## config.mk

```make
export PLATFORM = sky130hd
export DESIGN_NAME = vie_clear
export DESIGN_NICKNAME = d
export VERILOG_FILES = /design/src/rtl/vm_instruction_execute_unit_macros.svh /design/src/rtl/vie_pkg.sv /design/src/rtl/vie_clear.sv
export SDC_FILE = /design/constraint.sdc
export NUM_CORES = 1
export LEC_CHECK = 0
export BUFFER_PORTS_ARGS = -buffer_cell sky130_fd_sc_hd__buf_2
export CELL_PAD_IN_SITES_DETAIL_PLACEMENT = 2
export CELL_PAD_IN_SITES_GLOBAL_PLACEMENT = 2
export CORE_UTILIZATION = 30
export CTS_CLUSTER_SIZE = 20
export DETAILED_ROUTE_END_ITERATION = 10
export PLACE_DENSITY = 0.81
export SETUP_SLACK_MARGIN = 0.5
export SYNTH_ARGS = -nofsm -noshare
export SYNTH_HDL_FRONTEND = slang
export SYNTH_SLANG_ARGS = --single-unit
```

## constraint.sdc

```tcl
create_clock -name aclk -period 3 [get_ports aclk]
set_input_delay 0.6 -clock aclk [delete_from_list [all_inputs] [get_ports aclk]]
set_output_delay 0.6 -clock aclk [all_outputs]
set_load 0.02 [all_outputs]
```

## src/rtl/vm_instruction_execute_unit_macros.svh

```systemverilog
// ---------------------------------------------------------------------------
// vm instruction execute unit assertion macros
// shared concurrent assertion forms used by the rtl
// ---------------------------------------------------------------------------
`ifndef VM_INSTRUCTION_EXECUTE_UNIT_MACROS_SVH
`define VM_INSTRUCTION_EXECUTE_UNIT_MACROS_SVH

// same-cycle implication, disabled in reset
`define VIE_ASSERT_NOW(label, clk, rst_n, ante, cons) \
    label: assert property (@(posedge clk) disable iff (!rst_n) (ante) |-> (cons)) \
        else $error("vie assertion failed");

// next-cycle implication, disabled in reset
`define VIE_ASSERT_NEXT(label, clk, rst_n, ante, cons) \
    label: assert property (@(posedge clk) disable iff (!rst_n) (ante) |=> (cons)) \
        else $error("vie assertion failed");

`endif

```

## src/rtl/vie_pkg.sv

```systemverilog
// ---------------------------------------------------------------------------
// vie_pkg
// shared constants, opcodes and types of the vm instruction execute unit
// ---------------------------------------------------------------------------
`default_nettype none

package vie_pkg;

    localparam int MEM_WORDS = 1024;
    localparam int MEM_AW    = $clog2(MEM_WORDS);

    localparam int WORD_W    = 32;
    localparam int ADDR_IN_W = 10;
    localparam int IMM_W     = 16;
    localparam int IDX_W     = 3;
    localparam int OP_W      = 5;

    localparam int OP_LSB    = 27;
    localparam int IDX1_LSB  = 24;
    localparam int IDX2_LSB  = 21;

    localparam int S_TDATA_W = 112;
    localparam int M_TDATA_W = 56;

    typedef enum logic [OP_W-1:0] {
        OP_JMP   = 5'd0,
        OP_JMPI  = 5'd1,
        OP_JMPIG = 5'd2,
        OP_JMPIL = 5'd3,
        OP_JMPIE = 5'd4,
        OP_ADDI  = 5'd8,
        OP_SUBI  = 5'd9,
        OP_ANDI  = 5'd10,
        OP_ORI   = 5'd11,
        OP_LDI   = 5'd12,
        OP_LDD   = 5'd13,
        OP_STD   = 5'd14,
        OP_ADD   = 5'd16,
        OP_SUB   = 5'd17,
        OP_AND   = 5'd18,
        OP_OR    = 5'd19,
        OP_LDX   = 5'd20,
        OP_STX   = 5'd21,
        OP_NOT   = 5'd24,
        OP_SHL   = 5'd25,
        OP_SHR   = 5'd26,
        OP_SWAP  = 5'd27,
        OP_MULT  = 5'd28,
        OP_STOP  = 5'd31
    } opcode_t;

    typedef struct packed {
        logic [IDX_W-1:0]  first_index;
        logic [IMM_W-1:0]  second_field;
        logic [WORD_W-1:0] result_value;
        logic              write_back;
        logic              branch_taken;
        logic              halt;
        logic              invalid;
        logic              is_store;
        logic              addr_ok;
    } exec_t;

    typedef struct packed {
        logic              busy;
        logic [MEM_AW-1:0] addr;
    } clr_status_t;

    function automatic logic [MEM_AW-1:0] mem_index(input logic [ADDR_IN_W-1:0] addr);
        logic [31:0] wide;
        wide = 32'(addr);
        return wide[MEM_AW-1:0];
    endfunction

    function automatic logic addr_in_range(input logic [ADDR_IN_W-1:0] addr);
        return 32'(addr) < 32'(MEM_WORDS);
    endfunction

endpackage

`default_nettype wire

```

## src/rtl/vie_clear.sv

```systemverilog
// ---------------------------------------------------------------------------
// vie_clear
// post-reset sweep that writes zero to every data memory word
// ---------------------------------------------------------------------------
`default_nettype none

module vie_clear
    import vie_pkg::*;
(
    input  wire logic  aclk,
    input  wire logic  aresetn,
    output clr_status_t status
);

    logic              busy_reg;
    logic              busy_next;
    logic [MEM_AW-1:0] addr_reg;
    logic [MEM_AW-1:0] addr_next;

    always_comb begin
        busy_next = busy_reg;
        addr_next = addr_reg;
        if (busy_reg) begin
            addr_next = addr_reg + 1'b1;
            if (addr_reg == MEM_AW'(MEM_WORDS - 1)) begin
                busy_next = 1'b0;
            end
        end
    end

    always_ff @(posedge aclk) begin
        if (!aresetn) begin
            busy_reg <= 1'b1;
            addr_reg <= '0;
        end else begin
            busy_reg <= busy_next;
            addr_reg <= addr_next;
        end
    end

    assign status.busy = busy_reg;
    assign status.addr = addr_reg;

endmodule

`default_nettype wire

```

==> impl_results.md, run 1 <==
- Clock tree buffer depth: 2
- Static leakage: 0.0002346 uW
- Tcrit/Tclk final: 54.95%
- X dimension of the die: 42.23 um
- Number of antenna violations at the first check in global routing: 0
- Synth-to-Final Area Change: 19.33%
- Fraction of final layout cells sized beyond drive strength 1: 28.79%
- Gpl congestion: 0.7287
- CP Cell Sequence: buf_2
- Global-route wire length before repair: 2035 um
- Cell types occupying the most area after synthesis: dfxtp_1 45%, xor2_1 5.4%, a21oi_1 5.2%
- Count of nets left with antenna violations after detail routing: 0
- #FFs+latches synth: 11
- Commonest cells after routing, fill and taps aside: 12 x buf_2, 11 x dfxtp_1, 5 x a21oi_1, 5 x nor2_1, 4 x nand2_1
- Ys Warns: 0
- Overall power of the completed layout: 276.3 uW
- Total grt overflow: 0
- Number of buffers inserted for hold repair after clock tree synthesis: 0
- Post-cts gate resize count: 0
- Total detailed-routing wirelength: 1183 um
- Kind of cell adding the most delay to the critical path: flip-flops
- Vias in the first global route: 426
- Final critical-path required period: 1.648 ns
- Maximum number of pins on one net before global-route repair: 11
- Start-to-end type of the worst setup path: flop to output port
- Multi-input gate area in the final layout: 245.2 um^2
- Crit path buf inv count: 1
- Clock Latency Late Sink: 0.27 ns
- Post-Route Hold Slack: 0.5077 ns
- Sequential-to-total area share from yosys stat: 45.36%
- Min-delay worst type: flop to flop
- Storage element area: 220.2 um^2
- Area after detailed placement: 553.0 um^2
- Clock H-tree levels: 1
- Clk_skew: 0.01244 ns
- Cell at the slowest stage of the critical path: dfxtp_1
- Routed len/inst: 14.43 um
- Tightest slew margin relative to the limit: 76.23%
- Violation count after the first detailed-routing iteration: 3
- Half-perimeter wire length after placement: 840.5 um
- Unrepaired setup endpoints after global routing: no
- Slew @ Worst Pin: 0.3560 ns
- Distinct cells, synth: 21
- VDD IR-drop max: 203.4 uV
- Cell area after layout: 579.3 um^2
- Cell chosen for the clock root: clkbuf_4
- Number of nets at the end of the flow: 70
- Count of input and output buffers: 12
- Die area: 1783 um^2
- Initial Utilization: 32.23%
- Post-synthesis net count: 55
- Most frequent standard cell in the layout excluding fill and tap cells: buf_2
- Power per unit of standard cell area: 476.9 nW/um^2
- Endpoint type of the worst setup path: output port
- Upper clock frequency limit: 606.6 MHz
- Final count of negative-setup-slack endpoints: 0
- Floorplan Core Area: 1506 um^2
- Max Fanout on Critical Path: 8
- Residual DRC: 0
- Diodes inserted: 0
- Run status: finished clean
- Share of Yosys cell area claimed by the top area cell type: 45.36%
- Final Hold Fails: 0
- Vias: 451
- Post-CTS setup buffer count: 0
- Sink count of the clock tree: 11
- Critical path data arrival time: 1.05 ns
- Longest individual stage delay on the worst path: 0.54 ns
- FILL cells: 180
- Max FFs per register: 10
- Summed negative setup slack over all endpoints: 0 ns
- Standard-cell rows: 14
- Mean cell area of the mapped netlist: 9.336 um^2
- Count of maximum capacitance violations: 0
- GRT Total Usage: 15.51%
- Mapped cell area: 485.5 um^2
- Boundary Pins: 13
- Worst EP required: 2.40 ns
- Kind of launch point of the worst setup path: flop
- Final Core Density: 38.46%
- Syn Inst Count: 52
- Detail-routed via count per cell: 5.500
- CTS tree: yes
- Synth area leader: dfxtp_1
- Number of CTS-inserted buffers: 3
- Die extent in y: 42.23 um
- Total iterations of the first detailed-routing run: 2
- Slew Viols, Final: 0
- Clock transition at the registers of the reported paths: 0.08 ns
power by group:
part / leakage (uW) / total (uW) / internal, uW / switching, uW
logic: 0.000130 / 19.0 / 6.87 / 12.1
registers: 0.0000893 / 156 / 149 / 6.12
clock network: 0.0000150 / 102 / 51.5 / 50.3
routing by layer:
layer	vias up	track usage, %	part of all wire, %
met5	-	0	0
met4	0	5.625	1.1
met3	2	6.466	3.2
met2	7	24.31	51
met1	227	18.93	45
li1	215	-	-
cell families after synthesis:
family,Yosys count,share of synthesized area [%]
AOI/OAI and AO/OA,11,12.88
xor gates and xnor gates,4,7.218
adders and majority gates,1,2.577
buffers and inverters,4,4.122
DFF,11,45.36
muxes,1,2.062
and+or+nand+nor,20,25.77
metrics by stage:
step           cells  setup WS [ns]
6_report          82          1.352
5_1_grt           82          1.296
2_1_floorplan     52          1.512
3_5_place_dp      78          1.519
4_1_cts           82          1.338
3_3_place_gp      78          1.548
synthesized netlist by cell type:
cell type / number
dfxtp_1: 11
a21oi_1: 5
nor2_1: 5
nand2_1: 4
nand3_1: 3
o21ai_0: 3
o31ai_1: 3
xor2_1: 3
or3_2: 2
or4_1: 2
buf_2: 1
buf_4: 1
clkinv_1: 1
ha_1: 1
inv_1: 1
mux2i_1: 1
nand4_1: 1
nand4_2: 1
nand4_4: 1
or3_1: 1
xnor2_1: 1
layout make-up:
cell class	count	share of cell area, %
clock buffers	4	4.536
inverters	2	1.296
repair buffers	12	10.37
well taps	16	3.456
multi-input cells	37	42.33
flip-flops and latches	11	38.01
path summary, 6_finish.rpt:
path | from | endpoint | slack [ns] | depth (start not counted)
worst min-delay path | addr_reg[9] | addr_reg[9] | 0.51 | 2
worst max register to register | addr_reg[0] | addr_reg[8] | 1.53 | 4
worst max-delay path | busy_reg | status[10] | 1.35 | 1
worst min register to register | addr_reg[9] | addr_reg[9] | 0.51 | 2
No activity file was read; power rests on OpenSTA's default activity.
==> run 2, diff against run 1 <==
--- a/config.mk
+++ b/config.mk
@@ -8,10 +8,10 @@
 export BUFFER_PORTS_ARGS = -buffer_cell sky130_fd_sc_hd__buf_2
 export CELL_PAD_IN_SITES_DETAIL_PLACEMENT = 2
 export CELL_PAD_IN_SITES_GLOBAL_PLACEMENT = 2
-export CORE_UTILIZATION = 30
+export CORE_UTILIZATION = 25
 export CTS_CLUSTER_SIZE = 20
 export DETAILED_ROUTE_END_ITERATION = 10
-export PLACE_DENSITY = 0.81
+export PLACE_DENSITY = 0.72
 export SETUP_SLACK_MARGIN = 0.5
 export SYNTH_ARGS = -nofsm -noshare
 export SYNTH_HDL_FRONTEND = slang
==> constraint.sdc (replaced) <==
create_clock -name aclk -period 1.46 [get_ports aclk]
set_input_delay 0.292 -clock aclk [delete_from_list [all_inputs] [get_ports aclk]]
set_output_delay 0.292 -clock aclk [all_outputs]
set_load 0.02 [all_outputs]
==> impl_results.md, run 2 (same netlist as run 1, synthesis figures left out) <==
- Run status: finished clean (unchanged)
- Total grt overflow: 0 (unchanged)
- Synth-to-Final Area Change: 93.04% (was 19.33%)
- Routed len/inst: 18.13 um (was 14.43 um)
- Clock Latency Late Sink: 0.28 ns (was 0.27 ns)
- Worst-case register-to-register setup slack: 0.19 ns (was 1.53 ns)
- Tightest slew margin relative to the limit: 74.71% (was 76.23%)
- Clock transition at the registers of the reported paths: 0.07 ns (was 0.08 ns)
- Standard-cell rows: 15 (was 14)
- Initial Utilization: 27.52% (was 32.23%)
- Unrepaired setup endpoints after global routing: yes (was no)
- CP Depth: 4 (was 1)
- Critical Path Start: addr_reg[4] (was busy_reg)
- CP Cell Sequence: nand4_4, buf_6, or3_4, a21oi_2 (was buf_2)
- Min-delay worst type: primary input to flop (was flop to flop)
- GRT Total Usage: 19.22% (was 15.51%)
- Clk_skew: 0.001887 ns (was 0.01244 ns)
- Tcrit/Tclk final: 87.16%
- Last element of the critical path: addr_reg[7] (was status[10])
- Vias in the first global route: 542 (was 426)
- Max FFs per register: 10 (unchanged)
- Worst EP required: 1.67 ns (was 2.40 ns)
- Overall power of the completed layout: 613.3 uW (was 276.3 uW)
- FILL cells: 192 (was 180)
- R2r startpoint: addr_reg[4] (was addr_reg[0])
- Clock tree buffer depth: 2 (unchanged)
- Longest individual stage delay on the worst path: 0.39 ns (was 0.54 ns)
- Total detailed-routing wirelength: 1994 um (was 1183 um)
- Number of CTS-inserted buffers: 3 (unchanged)
- Violation count after the first detailed-routing iteration: 2 (was 3)
- Final Hold Fails: 0 (unchanged)
- Total iterations of the first detailed-routing run: 2 (unchanged)
- Residual DRC: 0 (unchanged)
- Die extent in y: 46.07 um (was 42.23 um)
- Power per unit of standard cell area: 654.4 nW/um^2 (was 476.9 nW/um^2)
- Kind of cell adding the most delay to the critical path: simple AND/OR/NAND/NOR gates (was flip-flops)
- Final critical-path required period: 1.272 ns
- Count of nets left with antenna violations after detail routing: 0 (unchanged)
- Number of antenna violations at the first check in global routing: 0 (unchanged)
- Kind of launch point of the worst setup path: flop (unchanged)
- Slew @ Worst Pin: 0.3771 ns (was 0.3560 ns)
- Clock H-tree levels: 1 (unchanged)
- Final count of negative-setup-slack endpoints: 0 (unchanged)
- X dimension of the die: 46.07 um (was 42.23 um)
- Sink count of the clock tree: 11 (unchanged)
- Cell at the slowest stage of the critical path: dfxtp_4 (was dfxtp_1)
- Slew Viols, Final: 0 (unchanged)
- Floorplan Core Area: 1764 um^2 (was 1506 um^2)
- Boundary Pins: 13 (unchanged)
- Max Fanout on Critical Path: 5 (was 8)
- VDD IR-drop max: 515.0 uV (was 203.4 uV)
- CTS tree: yes (unchanged)
- Critical path data arrival time: 1.48 ns (was 1.05 ns)
- Gpl congestion: 0.6396 (was 0.7287)
- Fraction of final layout cells sized beyond drive strength 1: 69.41% (was 28.79%)
- Post-Route Hold Slack: 0.1748 ns (was 0.5077 ns)
- Static leakage: 0.0003683 uW (was 0.0002346 uW)
- Logic depth of the worst register-to-register path: 4 (unchanged)
- Commonest cells after routing, fill and taps aside: 15 x buf_4, 14 x buf_6, 9 x dfxtp_4 (was 12 x buf_2, 11 x dfxtp_1, 5 x a21oi_1, 5 x nor2_1, 4 x nand2_1)
- Crit path buf inv count: 1 (unchanged)
- Die area: 2122 um^2 (was 1783 um^2)
- Endpoint of the most critical register-to-register path: addr_reg[7] (was addr_reg[8])
- Start-to-end type of the worst setup path: flop to flop (was flop to output port)
- Count of maximum capacitance violations: 0 (unchanged)
- Summed negative setup slack over all endpoints: 0 ns (unchanged)
- Endpoint type of the worst setup path: flop (was output port)
- Number of nets at the end of the flow: 89 (was 70)
- Count of input and output buffers: 12 (unchanged)
- Maximum number of pins on one net before global-route repair: 11 (unchanged)
- Most frequent standard cell in the layout excluding fill and tap cells: buf_4 (was buf_2)
- Upper clock frequency limit: 785.9 MHz
- Global-route wire length before repair: 2670 um (was 2035 um)
- Vias: 535 (was 451)
- Detail-routed via count per cell: 4.864 (was 5.500)
- Diodes inserted: 0 (unchanged)
- Half-perimeter wire length after placement: 887.1 um (was 840.5 um)
- Cell chosen for the clock root: clkbuf_4 (unchanged)
-- run 2: changes by cell type in the layout (fill, tap and decap cells not counted), moves of 2 or more --
cell,previous run,this run
a21oi_1,5,1
a21oi_2,0,4
buf_2,12,1
dfxtp_1,11,1
or3_2,2,0
or4_4,0,2
buf_4,0,15
dfxtp_4,0,9
or3_4,0,2
buf_6,0,14
or4_1,2,0
o31ai_2,0,2
o31ai_1,3,1
-- run 2: worst min path at each step --
stage	startpoint	end	cells after the start
global placement	aresetn	busy_reg	2
detailed placement	aresetn	busy_reg	2
finish	aresetn	busy_reg	2
floorplan	aresetn	busy_reg	1
CTS	aresetn	busy_reg	2
global route	aresetn	busy_reg	2
-- run 2: cell type report --
cell class | count | area [um^2] | area share [%]
multi-input combinational | 37 | 321.6 | 34.31
inverter | 2 | 7.507 | 0.8011
clock buffer | 4 | 26.28 | 2.804
timing repair buffer | 31 | 295.3 | 31.51
sequential | 11 | 255.2 | 27.24
tap | 25 | 31.28 | 3.338
-- run 2: repair_timing --
action / in CTS / in global routing
setup endpoints to repair: 19 / 21
pin swaps: 7 / 7
hold buffers: 0 / 0
buffers inserted: 11 / 8
gates resized for setup: 18 / 20
-- run 2: metrics by stage --
| step | utilization, % | cell area (um^2) | setup slack (ns) | cells |
|---|---|---|---|---|
| 2_1_floorplan | - | 555.5 | 0.2455 | 52 |
| 3_3_place_gp | 35.60 | 628.1 | 0.2475 | 87 |
| 3_5_place_dp | 35.60 | 628.1 | 0.1958 | 87 |
| 4_1_cts | 45.82 | 808.3 | 0.2456 | 102 |
| 5_1_grt | 53.12 | 937.1 | 0.1183 | 110 |
| 6_report | 53.12 | 937.1 | 0.1875 | 110 |
-- run 2: routing by layer --
metal	up-vias	wire [um]	global-route usage [%]
met5	-	0	0
met4	0	25	10.59
met1	265	765	20.80
li1	254	-	-
met3	4	63	6.275
met2	12	1140	32.68
-- run 2: worst register-to-register path: stages (launching register included) --
cell and delay, ns:
dfxtp_4 0.39, nand4_4 0.15, buf_6 0.15, or3_4 0.37, a21oi_2 0.13
-- run 2: where the power goes --
group	internal, uW	switching [uW]	total (uW)
clock network	106	115	222
registers	296	14.3	310
logic	42.8	39.0	81.8
