`config.mk`:
```
export PLATFORM = sky130hd
export DESIGN_NAME = vie_alu
export DESIGN_NICKNAME = d
export VERILOG_FILES = /design/src/rtl/vm_instruction_execute_unit_macros.svh /design/src/rtl/vie_pkg.sv /design/src/rtl/vie_alu.sv
export SDC_FILE = /design/constraint.sdc
export NUM_CORES = 1
export LEC_CHECK = 0
export BUFFER_PORTS_ARGS = -buffer_cell sky130_fd_sc_hd__buf_2
export CAP_MARGIN = 20
export CORE_MARGIN = 2
export CORE_UTILIZATION = 55
export DETAILED_ROUTE_END_ITERATION = 12
export PLACE_DENSITY = 0.72
export SLEW_MARGIN = 0
export SYNTH_ARGS = -nofsm -noshare
export SYNTH_HDL_FRONTEND = slang
export SYNTH_SLANG_ARGS = --single-unit
```
`constraint.sdc`:
```
create_clock -name vclk -period 17.7
set_input_delay 3.54 -clock vclk [all_inputs]
set_output_delay 3.54 -clock vclk [all_outputs]
set_load 0.01 [all_outputs]
```
`src/rtl/vm_instruction_execute_unit_macros.svh`:
```
// ---------------------------------------------------------------------------
// vm instruction execute unit assertion macros
// shared concurrent assertion forms used by the rtl
// ---------------------------------------------------------------------------
`ifndef VM_INSTRUCTION_EXECUTE_UNIT_MACROS_SVH
`define VM_INSTRUCTION_EXECUTE_UNIT_MACROS_SVH

// same-cycle implication, disabled in reset
`define VIE_ASSERT_NOW(label, clk, rst_n, ante, cons) \
    label: assert property (@(posedge clk) disable iff (!rst_n) (ante) |-> (cons)) \
        else $error("vie assertion failed");

// next-cycle implication, disabled in reset
`define VIE_ASSERT_NEXT(label, clk, rst_n, ante, cons) \
    label: assert property (@(posedge clk) disable iff (!rst_n) (ante) |=> (cons)) \
        else $error("vie assertion failed");

`endif

```
`src/rtl/vie_pkg.sv`:
```
// ---------------------------------------------------------------------------
// vie_pkg
// shared constants, opcodes and types of the vm instruction execute unit
// ---------------------------------------------------------------------------
`default_nettype none

package vie_pkg;

    localparam int MEM_WORDS = 1024;
    localparam int MEM_AW    = $clog2(MEM_WORDS);

    localparam int WORD_W    = 32;
    localparam int ADDR_IN_W = 10;
    localparam int IMM_W     = 16;
    localparam int IDX_W     = 3;
    localparam int OP_W      = 5;

    localparam int OP_LSB    = 27;
    localparam int IDX1_LSB  = 24;
    localparam int IDX2_LSB  = 21;

    localparam int S_TDATA_W = 112;
    localparam int M_TDATA_W = 56;

    typedef enum logic [OP_W-1:0] {
        OP_JMP   = 5'd0,
        OP_JMPI  = 5'd1,
        OP_JMPIG = 5'd2,
        OP_JMPIL = 5'd3,
        OP_JMPIE = 5'd4,
        OP_ADDI  = 5'd8,
        OP_SUBI  = 5'd9,
        OP_ANDI  = 5'd10,
        OP_ORI   = 5'd11,
        OP_LDI   = 5'd12,
        OP_LDD   = 5'd13,
        OP_STD   = 5'd14,
        OP_ADD   = 5'd16,
        OP_SUB   = 5'd17,
        OP_AND   = 5'd18,
        OP_OR    = 5'd19,
        OP_LDX   = 5'd20,
        OP_STX   = 5'd21,
        OP_NOT   = 5'd24,
        OP_SHL   = 5'd25,
        OP_SHR   = 5'd26,
        OP_SWAP  = 5'd27,
        OP_MULT  = 5'd28,
        OP_STOP  = 5'd31
    } opcode_t;

    typedef struct packed {
        logic [IDX_W-1:0]  first_index;
        logic [IMM_W-1:0]  second_field;
        logic [WORD_W-1:0] result_value;
        logic              write_back;
        logic              branch_taken;
        logic              halt;
        logic              invalid;
        logic              is_store;
        logic              addr_ok;
    } exec_t;

    typedef struct packed {
        logic              busy;
        logic [MEM_AW-1:0] addr;
    } clr_status_t;

    function automatic logic [MEM_AW-1:0] mem_index(input logic [ADDR_IN_W-1:0] addr);
        logic [31:0] wide;
        wide = 32'(addr);
        return wide[MEM_AW-1:0];
    endfunction

    function automatic logic addr_in_range(input logic [ADDR_IN_W-1:0] addr);
        return 32'(addr) < 32'(MEM_WORDS);
    endfunction

endpackage

`default_nettype wire

```
`src/rtl/vie_alu.sv`:
```
// ---------------------------------------------------------------------------
// vie_alu
// instruction decode, alu, branch condition and flag generation
// ---------------------------------------------------------------------------
`default_nettype none

module vie_alu
    import vie_pkg::*;
(
    input  wire logic [WORD_W-1:0]    instruction,
    input  wire logic [WORD_W-1:0]    reg_a,
    input  wire logic [WORD_W-1:0]    reg_b,
    input  wire logic [ADDR_IN_W-1:0] mem_address,
    input  wire logic [WORD_W-1:0]    load_data,
    output exec_t                     res
);

    logic [OP_W-1:0]   op;
    logic              use_imm;
    logic [WORD_W-1:0] operand2;
    logic [WORD_W-1:0] product;

    assign op       = instruction[OP_LSB +: OP_W];
    assign use_imm  = (op == OP_JMP) || ((op >= OP_ADDI) && (op <= OP_STD));
    assign operand2 = use_imm ? WORD_W'(instruction[IMM_W-1:0]) : reg_b;
    assign product  = reg_a * operand2;

    always_comb begin
        res              = '0;
        res.first_index  = instruction[IDX1_LSB +: IDX_W];
        res.second_field = use_imm ? instruction[IMM_W-1:0]
                                   : IMM_W'(instruction[IDX2_LSB +: IDX_W]);
        res.addr_ok      = addr_in_range(mem_address);
        case (opcode_t'(op))
            OP_JMP, OP_JMPI: begin
                res.branch_taken = 1'b1;
            end
            OP_JMPIG: begin
                res.branch_taken = !reg_b[WORD_W-1] && (reg_b != '0);
            end
            OP_JMPIL: begin
                res.branch_taken = reg_b[WORD_W-1];
            end
            OP_JMPIE: begin
                res.branch_taken = (reg_b == '0);
            end
            OP_ADDI, OP_ADD: begin
                res.result_value = reg_a + operand2;
                res.write_back   = 1'b1;
            end
            OP_SUBI, OP_SUB: begin
                res.result_value = reg_a - operand2;
                res.write_back   = 1'b1;
            end
            OP_ANDI, OP_AND: begin
                res.result_value = reg_a & operand2;
                res.write_back   = 1'b1;
            end
            OP_ORI, OP_OR: begin
                res.result_value = reg_a | operand2;
                res.write_back   = 1'b1;
            end
            OP_LDI: begin
                res.result_value = operand2;
                res.write_back   = 1'b1;
            end
            OP_LDD, OP_LDX: begin
                res.result_value = res.addr_ok ? load_data : '0;
                res.write_back   = 1'b1;
            end
            OP_STD, OP_STX: begin
                res.is_store = 1'b1;
            end
            OP_NOT: begin
                res.result_value = ~reg_a;
                res.write_back   = 1'b1;
            end
            OP_SHL: begin
                res.result_value = {reg_a[WORD_W-2:0], 1'b0};
                res.write_back   = 1'b1;
            end
            OP_SHR: begin
                res.result_value = {reg_a[WORD_W-1], reg_a[WORD_W-1:1]};
                res.write_back   = 1'b1;
            end
            OP_SWAP: begin
                res.write_back = 1'b0;
            end
            OP_MULT: begin
                res.result_value = product;
                res.write_back   = 1'b1;
            end
            OP_STOP: begin
                res.halt = 1'b1;
            end
            default: begin
                res.invalid = 1'b1;
            end
        endcase
    end

endmodule

`default_nettype wire
```
==> results of run 1 <==
## worst paths after layout
check / cells past startpoint / startpoint / to
min: 0 / instruction[24] / res[54]
max: 30 / instruction[29] / res[37]
## cells in the mapped netlist, drive strengths merged, types with 12 or more instances
cell type | instances | area (um2)
nor2b | 34 | 213
maj3 | 15 | 150
xor2 | 35 | 307
a31oi | 12 | 75.1
buf | 19 | 133
nand3 | 28 | 145
nor3 | 23 | 115
fa | 409 | 8190
nand2 | 266 | 1000
o221ai | 15 | 131
mux2 | 17 | 195
o21ai | 99 | 499
a21o | 27 | 203
clkbuf | 158 | 593
a22oi | 25 | 201
inv | 400 | 1500
nor2 | 78 | 295
a21oi | 100 | 504
nand2b | 15 | 93.8
ha | 157 | 1960
and3 | 79 | 494
and2 | 239 | 1500
xnor2 | 89 | 780
a221oi | 22 | 193
o211ai | 15 | 113
## cell type report
type                            instances  area (um2)
Antenna cell                            2        5.00
Multi-Input combinational cell       1942       18600
Fill cell                            3423       15400
Timing Repair Buffer                  222        1230
Tap cell                              511         639
Inverter                              400        1500
## worst max-delay path: cells and delay by family
kind | cells | cell delay [ns]
AND/OR/NAND/NOR | 3 | 0.76
AO/OA/AOI/OAI | 9 | 2.36
buffers and inverters | 7 | 1.02
XOR/XNOR | 1 | 0.11
adder cells (fa/ha/maj) | 9 | 4.28
multiplexers | 1 | 0.58
## placed cells by master, fill, tap and decap left out, drive strengths merged, types with 11 or more instances in the layout
cell	instances
a21o	27
a21oi	100
a221oi	22
a22oi	25
a31oi	12
and2	239
and3	79
buf	222
fa	409
ha	157
inv	400
maj3	15
mux2	17
mux2i	11
nand2	266
nand2b	15
nand3	28
nor2	78
nor2b	34
nor3	23
nor4	11
o211ai	15
o21a	11
o21ai	99
o21bai	11
o221ai	15
xnor2	89
xor2	35
## cell families after synthesis
logic type / share of synthesized area
AO/OA/AOI/OAI: 0.127
adder cells (fa/ha/maj): 0.496
AND/OR/NAND/NOR: 0.201
XOR/XNOR: 0.0544
multiplexers: 0.0147
buffers and inverters: 0.107
other: 0.000180
## through the flow
| step | utilization | worst slack [ns] | instances | cell area [um2] |
|---|---|---|---|---|
| 6_report | 0.588 | 1.47 | 3077 | 22000 |
| 4_1_cts | 0.587 | 1.54 | 3074 | 22000 |
| 3_5_place_dp | 0.587 | 1.57 | 3074 | 22000 |
| 5_1_grt | 0.587 | 0.987 | 3076 | 22000 |
| 2_1_floorplan | - | 2.81 | 2519 | 20800 |
| 3_3_place_gp | 0.587 | 1.63 | 3074 | 22000 |
## routing by layer
layer  track usage  wire [um]
met5       0.00511         23
met4         0.206       5120
met3        0.0819       8470
met2         0.615      32700
met1         0.490      27000
==> metrics, run 1 <==
outcome completed; hold_ws ~7.1 ns; total iterations of the first detailed-routing run 9; crit start category input port; vias in the first global route 20200; Boundary Pins between 150 and 200; Crit. End Element output pin; GRT overflow 0; Syn-to-layout area delta 5.70%; total track usage 0.384; max-slew violation count 0; endpoints failing hold 0; Worst Path Max Fanout 20; Critical Path Most Common Cell fa_1; Setup Buffers After CTS 0; FF+latch area 0 um2; final net count approximately 3300; Mapped Nets ~3200; final setup TNS 0 ns; Hold Path Class input port to output pin; detailed placement HPWL between 50000 and 60000 um; Final setup violation count 0; hold_buf cts 0; # DRC 0; CP peak stage delay ~0.64 ns; Die W approximately 200 um; die area 0.0394 mm2; initial antenna violation count 4; Rows 71; Starting Density 0.556; Cells after Synth roughly 2500; post-synth cell types 78; Yosys warning count 0; clock buf count 0; slew of the pin with the lowest slew margin between 1 and 1.5 ns; CP arrival between 10 and 15 ns; max-cap violations 0; post-synthesis sequential area ratio 0; final worst path period need 16.23 ns; gpl congestion roughly 1; RSZ-0062 raised after global routing false; Via density between 6 and 7; average cell area after synthesis ~8.3 um2; Slowest-stage cell, CP a22oi_4; first-pass GRT wire length 115000 um; post-CTS resize count 0; Cell Area, Synth slightly above 0.02 mm2; chip height 198 um; Fmax between 60 and 70 MHz; core box area 0.0374 mm2; drt wl/cell around 24 um; Worst EP required 14.16 ns; Initial DRC Count 1969; DR vias between 15000 and 20000; Crit Path Class input port to output pin; IO Port Bufs around 170; largest net degree at the start of global routing between 60 and 70; Seq cells 0; fraction of layout cells with a size suffix above 1 0.103; Tcrit/Tclk final 0.917; final wirelength about 73000 um; Antenna Nets Post-Route 0; relative slew slack 0.279
==> run 2, diff against run 1 <==
- CAP_MARGIN: 20 -> 25
- MAX_ROUTING_LAYER: not set -> met4
==> run 2 against run 1 <==
Net effect:
- sequential cell count did not move
- sequential share of layout area did not move
- via count fell by 0.81%
- count of clock-buffer cells in the layout did not move
==> metrics, run 2 (same netlist as run 1, synthesis figures left out) <==
initial antenna violation count 6; chip height between 150 and 200 um; outcome completed; # DRC 0; total track usage 0.400; max-slew violation count 0; hold_buf cts 0; CP arrival 13.05 ns; final wirelength 73800 um; most frequent cells in the layout 409 x fa_1, 400 x inv_1, 265 x nand2_1; Critical Path End res[37]; Slowest-stage cell, CP mux2_2; core box area between 0.03 and 0.04 mm2; Starting Density 0.556; die area around 0.039 mm2; Critical Path Most Common Cell fa_1; Fillers roughly 3400; layer with the highest usage met2; post-CTS resize count 0; first-pass GRT wire length about 120000 um; slew of the pin with the lowest slew margin 1.06 ns; Syn-to-layout area delta 5.51%; total iterations of the first detailed-routing run 7; Crit. End Element output pin; vias in the first global route between 20000 and 25000; Crit Path Class input port to output pin; DR vias between 15000 and 20000; area of the multi-input gates 0.0186 mm2; final net count around 3300; Final setup violation count 0; endpoints failing hold 0; Antenna Nets Post-Route 0; drt wl/cell roughly 24 um; met2 Use GR 0.628; IO Port Bufs 173; Worst Path Max Fanout 24; FF+latch area 0 um2; Worst EP required between 10 and 15 ns; Seq cells 0; RSZ-0062 raised after global routing false; clock buf count 0; GRT overflow 0; detailed placement HPWL approximately 56000 um; Die W roughly 200 um; final worst path period need approximately 17 ns; Hold Path Class input port to output pin; relative slew slack 0.284; Initial DRC Count about 1700; max-cap violations 0; gpl congestion around 1; M1 GR Usage 0.491; Worst Setup SP instruction[30]; Rows 71; Via density approximately 6.2; largest net degree at the start of global routing a little over 60; Fmax 60.3 MHz; Final Util 0.586; crit start category input port; Boundary Pins ~200; final setup TNS 0 ns; most common cell after layout, fill and taps aside fa_1; Tcrit/Tclk final 0.937; CP peak stage delay ~0.78 ns; GR Util met3 0.0761; fraction of layout cells with a size suffix above 1 0.100; Setup Buffers After CTS 0
## run 2: cell count changes in the layout (fill, tap and decap cells not counted), sizes merged
cell   delta
diode     +5
buf       -9
## run 2: metal layers
layer  vias to the layer above  wire [um]
met3                       329       7700
met1                      9513      27400
met2                      1157      33700
met4                         0       5020
li1                       8118          -
met5                         -          0
## run 2: how the worst min path moves through the flow
stage,from,endpoint,slack (ns),depth (start not counted)
global placement,instruction[24],res[54],7.08,0
detailed placement,instruction[24],res[54],7.08,0
floorplan,instruction[24],res[54],7.17,1
finish,instruction[24],res[54],7.08,0
CTS,instruction[24],res[54],7.08,0
global route,instruction[26],res[56],7.08,0
## run 2: area by class of cell
| class | instances | share of cell area |
|---|---|---|
| repair buffers | 213 | 0.0537 |
| inverters | 400 | 0.0685 |
| diodes | 7 | 0.000799 |
| well taps | 511 | 0.0292 |
| multi-input cells | 1942 | 0.848 |
## run 2: metrics by stage
step,hold slack (ns),cells,setup WS [ns],cell area (um2)
2_1_floorplan,7.17,2519,2.81,20800
3_3_place_gp,7.08,3066,1.50,21900
3_5_place_dp,7.08,3066,1.41,21900
4_1_cts,7.08,3066,1.36,21900
5_1_grt,7.08,3071,0.748,21900
6_report,7.08,3073,1.11,21900
## run 2: worst max-delay path, delay by kind of cell
| family | cells | cell delay, ns |
|---|---|---|
| compound gates | 10 | 2.68 |
| xor+xnor | 1 | 0.16 |
| mux | 1 | 0.78 |
| fa+ha+maj | 9 | 4.18 |
| buf+inv | 8 | 1.18 |
| simple gates | 2 | 0.47 |
Power of run 2 is left out: the tool's default activity adds up to more than one toggle a clock period on the data nets, which glitch-free logic cannot reach.
==> run 3, diff against run 2 <==
- BUFFER_PORTS_ARGS: -buffer_cell sky130_fd_sc_hd__buf_2 -> not set
- DONT_BUFFER_PORTS: not set -> 1
- PLACE_DENSITY: 0.72 -> 0.67
- RECOVER_POWER: not set -> 50
==> run 3 against run 2 <==
Net effect:
- cell count shrank 6.2%
- worst hold slack is the same
- sequential cell count unchanged
- critical path type unchanged
- die area did not move
- wire length fell by 1.9%
- first-iteration DRC count down 12%
- sequential share of layout area is the same
==> metrics, run 3 (same netlist as run 1, synthesis figures left out) <==
max-cap violations 0; # DRC 0; Antenna Nets Post-Route 0; crit start category input port; Final setup violation count 0; Worst Path Max Fanout 42; most frequent cells in the layout 409 x fa_1, 400 x inv_1, 266 x nand2_1; IO Port Bufs 0; total track usage 0.390; clock buf count 0; CP arrival approximately 13 ns; hold_buf cts 0; relative slew slack 0.240; final wirelength just over 70000 um; area of the multi-input gates roughly 0.019 mm2; DR vias about 18000; dpl cells 2875; Rows slightly above 70; fraction of layout cells with a size suffix above 1 0.0254; FF+latch area 0 um2; core box area ~0.037 mm2; post-CTS resize count 0; Crit Path Class input port to output pin; chip height slightly below 200 um; Syn-to-layout area delta 0.602%; first-pass GRT wire length 112000 um; Via density about 6.3; Hold Path Class input port to output pin; total iterations of the first detailed-routing run 7; Initial DRC Count 1522; endpoints failing hold 0; most common cell after layout, fill and taps aside fa_1; final setup TNS 0 ns; Crit. End Element output pin; Starting Density 0.556; detailed placement HPWL about 55000 um; vias in the first global route roughly 19000; RSZ-0062 raised after global routing false; Boundary Pins between 150 and 200; Setup Buffers After CTS 0; Die W around 200 um; max-slew violation count 0; Fmax around 59 MHz; Fillers 3501; final worst path period need around 17 ns; die area between 0.03 and 0.04 mm2; GRT overflow 0; largest net degree at the start of global routing between 60 and 70; drt wl/cell around 25 um; Tcrit/Tclk final 0.951; Seq cells 0; initial antenna violation count 7; final non-filler cell total between 2000 and 3000; Worst EP required roughly 14 ns; outcome completed; gpl congestion about 1; final net count approximately 3000; slew of the pin with the lowest slew margin around 1.1 ns
run 3: cell types whose count changed in the layout (fill, tap and decap cells not counted), sizes merged:
cell | before | now
diode | 7 | 8
clkbuf | 0 | 3
buf | 213 | 20
run 3: worst max-delay path: stages:
cell,delay (ns)
nor2_1,0.28
a22o_1,0.68
clkbuf_1,0.59
mux2_2,0.77
and2_1,0.36
fa_1,0.54
inv_1,0.05
fa_1,0.51
fa_1,0.45
fa_1,0.55
inv_1,0.05
fa_1,0.48
fa_1,0.56
fa_1,0.42
fa_1,0.49
ha_1,0.42
a21oi_1,0.18
nor2b_1,0.05
o21ai_0,0.13
nand2b_1,0.09
or3_1,0.32
a211oi_1,0.78
o31ai_1,0.20
xnor2_1,0.34
o21ai_0,0.12
a211o_1,0.29
run 3: area by class of cell:
cell class         count  area share
inverters            400      0.0718
well taps            511      0.0306
multi-input cells   1942       0.889
repair buffers        23     0.00772
diodes                 8    0.000957
run 3: worst paths after layout:
path                   startpoint       to  slack (ns)  cells past startpoint
setup / recovery  instruction[27]  res[34]        0.86                     26
hold / removal    instruction[26]  res[56]        7.08                      0
run 3: per-layer routing:
metal | routed length [um] | vias to the layer above | global-route usage
li1 | - | 7747 | -
met1 | 28100 | 9159 | 0.483
met2 | 34400 | 962 | 0.637
met3 | 7130 | 206 | 0.0834
met4 | 2800 | 0 | 0.131
met5 | 0 | - | -
run 3: through the flow:
| step | hold slack, ns | area, um2 | utilization | setup WS, ns |
|---|---|---|---|---|
| CTS | 7.08 | 20900 | 0.559 | 1.42 |
| global placement | 7.08 | 20900 | 0.559 | 1.50 |
| finish | 7.08 | 20900 | 0.559 | 0.863 |
| global route | 7.08 | 20900 | 0.559 | 0.541 |
| floorplan | 7.17 | 20800 | - | 2.81 |
| detailed placement | 7.08 | 20900 | 0.559 | 1.42 |
Power of run 3 is left out for the same reason.
